## src/rtl/iogbc_pkg.sv

```systemverilog
package iogbc_pkg;

    localparam int COST_BITS = 20;
    localparam logic [COST_BITS-1:0] COST_MAX  = {COST_BITS{1'b1}};
    localparam logic [COST_BITS-1:0] INF_RESET = 20'd1048575;

    typedef struct packed {
        logic stale;
        logic zero_den;
    } iogbc_flags_t;

endpackage

```

## src/rtl/iogbc_geom.sv

```systemverilog
module iogbc_geom
    import iogbc_pkg::*;
#(
    parameter int CB = 16
)
(
    input  logic                    clk,
    input  logic                    rst_n,
    input  logic                    in_valid,
    output logic                    in_ready,
    input  logic signed [CB-1:0]    t_left,
    input  logic signed [CB-1:0]    t_top,
    input  logic        [CB-2:0]    t_width,
    input  logic        [CB-2:0]    t_height,
    input  logic                    t_stale,
    input  logic signed [CB-1:0]    d_left,
    input  logic signed [CB-1:0]    d_top,
    input  logic        [CB-2:0]    d_width,
    input  logic        [CB-2:0]    d_height,
    output logic                    out_valid,
    input  logic                    out_ready,
    output logic [2*(CB-1)-1:0]     out_num,
    output logic [2*(CB-1):0]       out_den,
    output iogbc_flags_t            out_flags
);

    localparam int SW = CB - 1;
    localparam int AW = 2 * SW;
    localparam int EW = CB + 2;

    // overlap length on one axis, clamped at zero
    function automatic logic [SW-1:0] ovl(
        input logic signed [CB-1:0] a0,
        input logic        [SW-1:0] al,
        input logic signed [CB-1:0] b0,
        input logic        [SW-1:0] bl
    );
        logic signed [EW-1:0] as;
        logic signed [EW-1:0] ae;
        logic signed [EW-1:0] bs;
        logic signed [EW-1:0] be;
        logic signed [EW-1:0] lo;
        logic signed [EW-1:0] hi;
        logic signed [EW-1:0] d;
        as = EW'(a0);
        bs = EW'(b0);
        ae = as + $signed(EW'(al));
        be = bs + $signed(EW'(bl));
        lo = (as > bs) ? as : bs;
        hi = (ae < be) ? ae : be;
        d  = hi - lo;
        return d[EW-1] ? '0 : d[SW-1:0];
    endfunction

    logic          adv1;
    logic          adv2;
    logic          adv3;

    logic          v1_reg;
    logic [SW-1:0] iw_reg;
    logic [SW-1:0] ih_reg;
    logic [SW-1:0] tw_reg;
    logic [SW-1:0] th_reg;
    logic [SW-1:0] dw_reg;
    logic [SW-1:0] dh_reg;
    logic          st1_reg;
    logic [SW-1:0] iw_next;
    logic [SW-1:0] ih_next;

    logic          v2_reg;
    logic [AW-1:0] inter_reg;
    logic [AW-1:0] ta_reg;
    logic [AW-1:0] da_reg;
    logic          st2_reg;
    logic [AW-1:0] inter_next;
    logic [AW-1:0] ta_next;
    logic [AW-1:0] da_next;

    logic          v3_reg;
    logic [AW-1:0] num_reg;
    logic [AW:0]   den_reg;
    iogbc_flags_t  fl3_reg;
    logic [AW:0]   den_next;
    iogbc_flags_t  fl3_next;

    assign adv3     = !v3_reg || out_ready;
    assign adv2     = !v2_reg || adv3;
    assign adv1     = !v1_reg || adv2;
    assign in_ready = adv1;

    always_comb
    begin
        iw_next           = ovl(t_left, t_width, d_left, d_width);
        ih_next           = ovl(t_top, t_height, d_top, d_height);
        inter_next        = AW'(iw_reg) * AW'(ih_reg);
        ta_next           = AW'(tw_reg) * AW'(th_reg);
        da_next           = AW'(dw_reg) * AW'(dh_reg);
        den_next          = (AW+1)'(ta_reg) + (AW+1)'(da_reg) - (AW+1)'(inter_reg);
        fl3_next.stale    = st2_reg;
        fl3_next.zero_den = (den_next == '0);
    end

    always_ff @(posedge clk or negedge rst_n)
    begin
        if (!rst_n)
        begin
            v1_reg <= 1'b0;
            v2_reg <= 1'b0;
            v3_reg <= 1'b0;
        end
        else
        begin
            if (adv1)
            begin
                v1_reg <= in_valid;
            end
            if (adv2)
            begin
                v2_reg <= v1_reg;
            end
            if (adv3)
            begin
                v3_reg <= v2_reg;
            end
        end
    end

    always_ff @(posedge clk)
    begin
        if (adv1)
        begin
            iw_reg  <= iw_next;
            ih_reg  <= ih_next;
            tw_reg  <= t_width;
            th_reg  <= t_height;
            dw_reg  <= d_width;
            dh_reg  <= d_height;
            st1_reg <= t_stale;
        end
        if (adv2)
        begin
            inter_reg <= inter_next;
            ta_reg    <= ta_next;
            da_reg    <= da_next;
            st2_reg   <= st1_reg;
        end
        if (adv3)
        begin
            num_reg <= inter_reg;
            den_reg <= den_next;
            fl3_reg <= fl3_next;
        end
    end

    assign out_valid = v3_reg;
    assign out_num   = num_reg;
    assign out_den   = den_reg;
    assign out_flags = fl3_reg;

endmodule

```

## src/rtl/iogbc_div.sv

```systemverilog
module iogbc_div
    import iogbc_pkg::*;
#(
    parameter int NW = 30,
    parameter int FB = 16
)
(
    input  logic            clk,
    input  logic            rst_n,
    input  logic            in_valid,
    output logic            in_ready,
    input  logic [NW-1:0]   in_num,
    input  logic [NW:0]     in_den,
    input  iogbc_flags_t    in_flags,
    output logic            out_valid,
    input  logic            out_ready,
    output logic [FB:0]     out_quot,
    output iogbc_flags_t    out_flags
);

    localparam int DW = NW + 1;

    logic [FB+1:0] adv;
    logic [FB:0]   v_reg;
    logic [DW-1:0] r_reg   [FB+1];
    logic [DW-1:0] den_reg [FB+1];
    logic [FB:0]   q_reg   [FB+1];
    iogbc_flags_t  fl_reg  [FB+1];
    logic [DW-1:0] r_next  [FB+1];
    logic [FB:0]   q_next  [FB+1];
    logic          eq;

    always_comb
    begin
        adv[FB+1] = out_ready;
        for (int s = FB; s >= 0; s--)
        begin
            adv[s] = !v_reg[s] || adv[s+1];
        end
    end

    assign in_ready = adv[0];

    // stage 0 takes the integer part (num <= den), then one quotient bit per stage
    always_comb
    begin
        eq        = ({1'b0, in_num} == in_den);
        r_next[0] = eq ? '0 : DW'(in_num);
        q_next[0] = (FB+1)'(eq);
        for (int s = 1; s <= FB; s++)
        begin : step
            logic [DW:0] r2;
            logic        ge;
            r2        = {r_reg[s-1], 1'b0};
            ge        = (r2 >= {1'b0, den_reg[s-1]});
            r_next[s] = ge ? DW'(r2 - {1'b0, den_reg[s-1]}) : r2[DW-1:0];
            q_next[s] = {q_reg[s-1][FB-1:0], ge};
        end
    end

    always_ff @(posedge clk or negedge rst_n)
    begin
        if (!rst_n)
        begin
            v_reg <= '0;
        end
        else
        begin
            if (adv[0])
            begin
                v_reg[0] <= in_valid;
            end
            for (int s = 1; s <= FB; s++)
            begin
                if (adv[s])
                begin
                    v_reg[s] <= v_reg[s-1];
                end
            end
        end
    end

    always_ff @(posedge clk)
    begin
        if (adv[0])
        begin
            r_reg[0]   <= r_next[0];
            q_reg[0]   <= q_next[0];
            den_reg[0] <= in_den;
            fl_reg[0]  <= in_flags;
        end
        for (int s = 1; s <= FB; s++)
        begin
            if (adv[s])
            begin
                r_reg[s]   <= r_next[s];
                q_reg[s]   <= q_next[s];
                den_reg[s] <= den_reg[s-1];
                fl_reg[s]  <= fl_reg[s-1];
            end
        end
    end

    assign out_valid = v_reg[FB];
    assign out_quot  = q_reg[FB];
    assign out_flags = fl_reg[FB];

endmodule

```

## src/rtl/iou_gated_box_cost_core.sv

```systemverilog
// Association cost of a track box against a detection box: 1 - IoU in unsigned fixed
// point (2^FRAC_BITS = 1.0, floor of the IoU quotient), or the programmed infinite cost
// for a stale track; disjoint boxes and a zero union give exactly 1.0. One pair is taken
// every clock while the cost side does not stall, and one cost comes out per pair, in order.
// The pipe has three geometry stages (overlap, areas, union), one stage per quotient bit in the
// pipelined divider plus its setup stage, and the output register. A stall on the cost
// side backs up stage by stage; bubbles still fill. infinite_cost is written through the
// cfg channel, always ready, and should change only while the pipe is empty.
module iou_gated_box_cost_core
    import iogbc_pkg::*;
#(
    parameter int COORD_BITS = 16,
    parameter int FRAC_BITS  = 16
)
(
    input  logic                        clk,
    input  logic                        rst_n,
    input  logic                        item_valid,
    output logic                        item_stall,
    input  logic signed [COORD_BITS-1:0] track_left,
    input  logic signed [COORD_BITS-1:0] track_top,
    input  logic        [COORD_BITS-2:0] track_width,
    input  logic        [COORD_BITS-2:0] track_height,
    input  logic                        track_stale,
    input  logic signed [COORD_BITS-1:0] det_left,
    input  logic signed [COORD_BITS-1:0] det_top,
    input  logic        [COORD_BITS-2:0] det_width,
    input  logic        [COORD_BITS-2:0] det_height,
    output logic                        cost_valid,
    input  logic                        cost_stall,
    output logic [COST_BITS-1:0]        match_cost,
    input  logic                        cfg_valid,
    output logic                        cfg_ready,
    input  logic [COST_BITS-1:0]        cfg_data
);

    localparam int NW = 2 * (COORD_BITS - 1);
    localparam logic [FRAC_BITS+1:0] ONE = (FRAC_BITS+2)'(1) << FRAC_BITS;

    logic                   geo_ready;
    logic                   mid_valid;
    logic                   mid_ready;
    logic [NW-1:0]          mid_num;
    logic [NW:0]            mid_den;
    iogbc_flags_t           mid_flags;
    logic                   div_valid;
    logic                   div_ready;
    logic [FRAC_BITS:0]     div_quot;
    iogbc_flags_t           div_flags;

    logic [COST_BITS-1:0]   inf_cost_reg;
    logic                   out_v_reg;
    logic [COST_BITS-1:0]   cost_reg;
    logic [COST_BITS-1:0]   cost_next;
    logic [FRAC_BITS+1:0]   full;

    iogbc_geom #(
        .CB (COORD_BITS)
    ) u_geom (
        .clk       (clk),
        .rst_n     (rst_n),
        .in_valid  (item_valid),
        .in_ready  (geo_ready),
        .t_left    (track_left),
        .t_top     (track_top),
        .t_width   (track_width),
        .t_height  (track_height),
        .t_stale   (track_stale),
        .d_left    (det_left),
        .d_top     (det_top),
        .d_width   (det_width),
        .d_height  (det_height),
        .out_valid (mid_valid),
        .out_ready (mid_ready),
        .out_num   (mid_num),
        .out_den   (mid_den),
        .out_flags (mid_flags)
    );

    iogbc_div #(
        .NW (NW),
        .FB (FRAC_BITS)
    ) u_div (
        .clk       (clk),
        .rst_n     (rst_n),
        .in_valid  (mid_valid),
        .in_ready  (mid_ready),
        .in_num    (mid_num),
        .in_den    (mid_den),
        .in_flags  (mid_flags),
        .out_valid (div_valid),
        .out_ready (div_ready),
        .out_quot  (div_quot),
        .out_flags (div_flags)
    );

    assign item_stall = !geo_ready;
    assign div_ready  = !out_v_reg || !cost_stall;
    assign cfg_ready  = 1'b1;

    always_comb
    begin
        full = ONE - (FRAC_BITS+2)'(div_quot);
        if (div_flags.zero_den)
        begin
            full = ONE;
        end
        if (32'(full) > 32'(COST_MAX))
        begin
            cost_next = COST_MAX;
        end
        else
        begin
            cost_next = COST_BITS'(full);
        end
        if (div_flags.stale)
        begin
            cost_next = inf_cost_reg;
        end
    end

    always_ff @(posedge clk or negedge rst_n)
    begin
        if (!rst_n)
        begin
            inf_cost_reg <= INF_RESET;
            out_v_reg    <= 1'b0;
        end
        else
        begin
            if (cfg_valid && cfg_ready)
            begin
                inf_cost_reg <= cfg_data;
            end
            if (div_ready)
            begin
                out_v_reg <= div_valid;
            end
        end
    end

    always_ff @(posedge clk)
    begin
        if (div_ready)
        begin
            cost_reg <= cost_next;
        end
    end

    assign cost_valid = out_v_reg;
    assign match_cost = cost_reg;

endmodule

```

## config.mk

```make
export PLATFORM = sky130hd
export DESIGN_NAME = iou_gated_box_cost_core
export DESIGN_NICKNAME = d
export VERILOG_FILES = /design/src/rtl/iogbc_pkg.sv /design/src/rtl/iogbc_geom.sv /design/src/rtl/iogbc_div.sv /design/src/rtl/iou_gated_box_cost_core.sv
export SDC_FILE = /design/constraint.sdc
export NUM_CORES = 2
export LEC_CHECK = 0
export BUFFER_PORTS_ARGS = -buffer_cell sky130_fd_sc_hd__buf_2
export CELL_PAD_IN_SITES_DETAIL_PLACEMENT = 1
export CELL_PAD_IN_SITES_GLOBAL_PLACEMENT = 2
export CORE_MARGIN = 2
export CORE_UTILIZATION = 44
export DETAILED_ROUTE_END_ITERATION = 16
export HOLD_SLACK_MARGIN = 0.03
export PLACE_DENSITY_LB_ADDON = 0.1
export SLEW_MARGIN = 5
export SYNTH_ARGS = -nofsm -noshare
export SYNTH_HDL_FRONTEND = slang
export SYNTH_SLANG_ARGS = --single-unit
```

## constraint.sdc

```tcl
create_clock -name clk -period 11.2 [get_ports clk]
set_clock_uncertainty 0.15 [all_clocks]
set_input_delay 1.12 -clock clk [delete_from_list [all_inputs] [get_ports clk]]
set_output_delay 1.12 -clock clk [all_outputs]
set_load 0.005 [all_outputs]
```

# --- Word level (Yosys, flattened, before mapping) ---
# Memories as Yosys holds them, arrays and structs flattened.
# Cells that the tools add are included.
totals:
  ram_bits: 1377
  memories: 4
  reg_bits: 306
  elab_cells: 194
  input_bits: 150
op_classes:
  magnitude_cmp: 20
  n_mul: 3
  add_sub_neg: 25
  reduce_logical: 45
  muxes: 57
  eq_ne: 1
memory_table:
  columns: ["name", "depth", "width", "rd", "rd_clocked_by_memory_dff", "write_ports", "line", "text"]
  rows:
  - ["u_div.den_reg", 17, 31, 16, 0, 17, "iogbc_div.sv:26", "logic [DW-1:0] den_reg [FB+1];"]
  - ["u_div.r_reg", 17, 31, 16, 0, 17, "iogbc_div.sv:25", "logic [DW-1:0] r_reg [FB+1];"]
  - ["u_div.q_reg", 17, 17, 17, 0, 17, "iogbc_div.sv:27", "logic [FB:0] q_reg [FB+1];"]
  - ["u_div.fl_reg", 17, 2, 17, 0, 17, "iogbc_div.sv:28", "iogbc_flags_t fl_reg [FB+1];"]
ops:
  columns: ["operator", "count"]
  rows:
  - [">= comparator 32 x 31 -> 1 bit", 16]
  - ["2-to-1 mux 31 bit", 16]
  - ["subtractor 31 bit", 16]
  - ["2-to-1 mux 18 bit", 6]
  - ["multiplier 15 x 15 -> 30 bit", 3]
  - ["adder 16 x 16 -> 17 bit", 4]
  - ["< comparator 18 bit", 2]
  - ["subtractor 18 bit", 2]
  - ["2-to-1 mux 1 bit", 34]
  - ["greater-than comparator 16 bit", 2]
  - ["adder 30 x 30 -> 31 bit", 1]
  - ["== test 30 x 31 -> 1 bit", 1]
  - ["zero test 31 bit", 1]
  - ["subtractor 31 x 30 -> 31 bit", 1]
  - ["2-to-1 mux 30 bit", 1]
  - ["zero test 1 bit", 23]
  - ["logical OR 1 bit", 21]
  - ["subtractor 17 x 17 -> 18 bit (first input constant)", 1]

# --- Longest topological paths before layout ---
logic_depth:
  word_depth: 23
  ltp_mapped: 36
  mapped_depth_nobuf: 35

# --- Modules after synthesis ---
# A second synthesis with hierarchy kept.
hier_totals:
  cells_unflattened: 9882
  area_unflattened_um2: 105771.4
modules_own_cells:
  columns: ["mod", "cells_each", "seq_area_each_um2", "area_per_inst_um2", "n_inst"]
  rows:
  - ["iogbc_div", 5891, 35799.3, 66323.6, 1]
  - ["iogbc_geom", 3847, 7432.1, 37529.7, 1]
  - ["iou_gated_box_cost_core", 144, 1151.1, 1918.1, 1]

# --- Worst setup path before layout ---
# OpenSTA, ideal clock, no wires.
synth_timing:
  path_type: "input-to-output"
  from: "in cost_stall"
  to: "out item_stall"
  arrival_time_ps: 8289
  path_buffers: 0
  path_slack_ps: 1641
  stages: 10
  cell_sequence: "and3_1 -> inv_1 -> nor2_1 -> and2_1 -> inv_1 -> nor3_1 -> nand3_1 -> nor2_1 -> nand3_1 -> inv_1"
synth_via:
  elab_chain_len: 23
synth_rtl:
  columns: ["item", "line", "text"]
  rows:
  - ["start: declaration", "iou_gated_box_cost_core.sv:30", "input logic cost_stall,"]
  - ["zero test 1 bit", "iou_gated_box_cost_core.sv:98", "assign div_ready = !out_v_reg || !cost_stall;"]
  - ["logical OR 1 bit", "iou_gated_box_cost_core.sv:98", null]
  - ["logical OR 1 bit", "iogbc_div.sv:38", "adv[s] = !v_reg[s] || adv[s+1];"]
  - ["via u_div.adv[16]", "iogbc_div.sv:23", "logic [FB+1:0] adv;"]
  - ["logical OR 1 bit (4 in a row)", "iogbc_div.sv:38", null]
  - ["via u_div.adv[12]", "iogbc_div.sv:23", null]
  - ["logical OR 1 bit (12 in a row)", "iogbc_div.sv:38", null]
  - ["via mid_ready", "iou_gated_box_cost_core.sv:42", "logic mid_ready;"]
  - ["logical OR 1 bit", "iogbc_geom.sv:86", "assign adv3 = !v3_reg || out_ready;"]
  - ["logical OR 1 bit", "iogbc_geom.sv:87", "assign adv2 = !v2_reg || adv3;"]
  - ["logical OR 1 bit", "iogbc_geom.sv:88", "assign adv1 = !v1_reg || adv2;"]
  - ["zero test 1 bit", "iou_gated_box_cost_core.sv:97", "assign item_stall = !geo_ready;"]
  - ["end: declaration", "iou_gated_box_cost_core.sv:19", "output logic item_stall,"]
# The timed path passes the listed nets, and every way through them passes these cells.

# --- Worst setup path in the final report ---
layout_timing:
  from: "in track_left[0]"
  to: "reg u_geom.iw_reg[9] (data pin)"
layout_via:
  elab_chain_len: 4
  word_cells_on_any_way: 6
  classes_between: "add/sub: 2; order compare: 2; mux: 2"
layout_rtl:
  columns: ["item", "line", "text"]
  rows:
  - ["start: declaration", "iou_gated_box_cost_core.sv:20", "input logic signed [COORD_BITS-1:0] track_left,"]
  - ["adder 16 x 16 -> 17 bit", "iogbc_geom.sv:47", "ae = as + $signed(EW'(al));"]
  - ["< comparator 18 bit", "iogbc_geom.sv:50", "hi = (ae < be) ? ae : be;"]
  - ["2-to-1 mux 18 bit", "iogbc_geom.sv:50", null]
  - ["subtractor 18 bit *", "iogbc_geom.sv:51", "d = hi - lo;"]
  - ["end signal: assignment", "iogbc_geom.sv:132", "iw_reg <= iw_next;"]
  - ["end: declaration", "iogbc_geom.sv:60", "logic [SW-1:0] iw_reg;"]
# Every way passes the cells marked *; elsewhere a longest branch is shown, timed or not.
# A chain may end at the register's enable or synchronous reset.

==> key figures <==
Drt
  – Detailed Route Iter0 Violations: approximately 4,000
  – Via/cell ratio: 5.47
  – Routed wire per std cell: around 22 um
  – Routed Antenna Nets: 0
  – Drt total wl: about 290 mm
  – First-pass DRT Iterations: 5
  – DRC viols: 0
  – Vias: ~72,000

Yosys
  – Avg Inst Size Synth: approximately 11 um^2
  – Register area share after synthesis: about 42%
  – Mapped Cells: about 9,600
  – Most numerous cell in the Yosys netlist: edfxtp_1
  – Main flop type after synthesis: edfxtp_1
  – Post-Syn Area: between 100,000 and 150,000 um^2
  – Post-synth EDFFs: ~1,400
  – Most area-consuming cells after synthesis: edfxtp_1, ha_1, fa_1
  – Post-synth ARST share: around 2.8%
  – Synth cell count leaders: edfxtp_1, inv_1, ha_1, nand2_1, a21oi_1
  – Yosys top cell by area: edfxtp_1
  – Cell variety after synth: 100
  – FF+latch count, synth: 1,484
  – Synthesized Nets: roughly 11,000
  – Synth top area share: slightly above 40%
  – Synth warn: 0

Floorplan
  – Die footprint: between 200,000 and 250,000 um^2
  – Site Rows: between 150 and 200
  – Io pins: 173
  – Initial Util: between 40 and 50%
  – Die W: just under 500 um
  – CORE AREA: about 240,000 um^2
  – DIE HEIGHT: roughly 490 um

Setup path
  – Critical path class: input port to flip-flop
  – Most common cell type on the critical path: a21oi_1
  – Req. time, crit path: 11.69 ns
  – Setup crit end kind: flip-flop
  – Slowest stage delay, CP: about 0.60 ns
  – CP max FO: 16
  – Setup crit start: track_left[0]
  – Slowest cell on crit path: a31oi_4
  – Worst setup SP type: input port
  – CP arrival: 9.10 ns
  – Reg-to-Reg Start: u_geom.tw_reg[7]

Placement
  – IO buf count: roughly 170
  – Dpl hpwl: approximately 230 mm
  – Placed Cells: roughly 13,000
  – Dpl ws: a little under 2 ns
  – Global placement routability congestion: slightly below 0.9

Cells and area
  – Fin nets: between 10,000 and 15,000
  – Layout cells sized above 1: under 10%
  – Max reg flops: 496
  – Area growth, synth to finish: 10.1%
  – Layout Cells excl Fill: about 13,000

CTS
  – Setup Buffers After CTS: 0
  – Clock Tree Root: clkbuf_16
  – CTS clk-pin slew, worst paths: 0.06 ns
  – H-tree Lvls: 4
  – CTS Hold Bufs: 0
  – Clock Tree Buf Depth: 3
  – TritonCTS buffer count: approximately 170
  – Clock Latency Late Sink: slightly above 0.8 ns
  – CTS tree: done
  – Clk sink count: around 1,500
  – Post-CTS sizing: 0

Timing
  – Final worst slack: between 2 and 3 ns
  – Min Tclk post-route: 8.60 ns
  – Setup tns final: 0 ns
  – Unrepaired setup endpoints after global routing: no
  – Number of setup violations in the final report: 0
  – Worst-margin pin slew: approximately 1.3 ns
  – Slew margin rel.: 13.6%
  – Achievable Freq: 0.116 GHz
  – Max Slew Vio Count: 0
  – Period Utilization, post-route: about three quarters
  – Final Hold Fails: 0

Run
  – Max-cap violations: 0

Global route
  – Global-route wire length before repair: ~460 mm
  – Global routing usage on met2: around 42%
  – Total Routing Usage GR: around 24%
  – Met3 Use GR: about 3.3%
  – Largest net degree at the start of global routing: 79
  – Gr busiest metal: met2
  – Initial antenna violation count: 24
  – GRT Residual Overflow: 0
  – Vias in the first global route: between 70,000 and 80,000
  – Met1 Use GR: about 31%

Run status
  – Outcome: finished clean

Min path
  – Worst Hold Class: flip-flop to flip-flop
  – Hold_sp: u_div.fl_reg[0][0]
## layer usage
layer	routed length [um]	part of all wire [%]
met5	121	0.041
met4	7730	2.6
met3	11500	3.9
met2	145000	49
met1	129000	44
## area by class of cell
cell class | instances | area, um^2
fill | 25500 | 122000
multi-input combinational | 6629 | 55400
sequential | 1484 | 44400
inverter | 1331 | 5000
clock buffer | 213 | 4630
tap | 3167 | 3960
clock inverter | 108 | 1510
timing repair buffer | 214 | 1180
antenna | 11 | 27.5
## placed cells by master (no fill, tap or decap), drive strengths merged, types with 24 or more instances in the layout
cell type	instances
nand2	728
fa	552
o21bai	70
nor2	509
o31ai	33
a31oi	58
a21oi	651
xnor2	372
clkinv	63
o21a	105
nor2b	126
xor2	211
o211ai	24
nand4	80
clkbuf	213
a211o	27
nand2b	108
nor3	88
a21boi	27
nand3	112
inv	1338
and3	56
buf	214
bufinv	30
or3	39
mux2	245
a21o	335
a211oi	57
mux2i	56
ha	963
o21ai	393
and2	303
nor4	27
edfxtp	1443
## worst max-delay path: cells and delay by family
family,cells,cell delay [ns]
AOI/OAI and AO/OA,20,4.33
and+or+nand+nor,7,1.82
adders and majority gates,4,1.18
muxes,1,0.44
buffers and inverters,2,0.21
## metrics by stage
step | hold slack, ns | instance area (um^2) | util (%)
6_report | 0.235 | 116000 | 48.7
5_1_grt | 0.248 | 116000 | 48.7
4_1_cts | 0.237 | 116000 | 48.7
3_5_place_dp | 0.256 | 110000 | 46.2
3_3_place_gp | 0.251 | 110000 | 46.2
2_1_floorplan | 0.250 | 105000 | -
## worst paths after layout
| path | slack [ns] | cells after the start | endpoint |
|---|---|---|---|
| min in group asynchronous | 0.28 | 2 | u_div.v_reg[16] |
| worst min-delay path | 0.24 | 0 | u_div.fl_reg[0][2] |
| worst min register to register | 0.24 | 0 | u_div.fl_reg[0][2] |
| worst max register to register | 3.28 | 21 | u_geom.ta_reg[28] |
| max in group asynchronous | 10.05 | 2 | u_div.v_reg[1] |
| worst max-delay path | 2.60 | 34 | u_geom.iw_reg[9] |
## kinds of logic after synthesis
family          Yosys count  synth area share [%]
mux                     301                  3.15
buf+inv                1535                  5.56
xor+xnor                583                  4.85
flops                  1484                  42.1
compound gates         1978                  12.1
fa+ha+maj              1516                  21.9
simple gates           2250                  10.3
other cells               1               0.00356
Power is not shown: default switching activity piles up to over one toggle a cycle in this logic, so the estimate is an artifact.
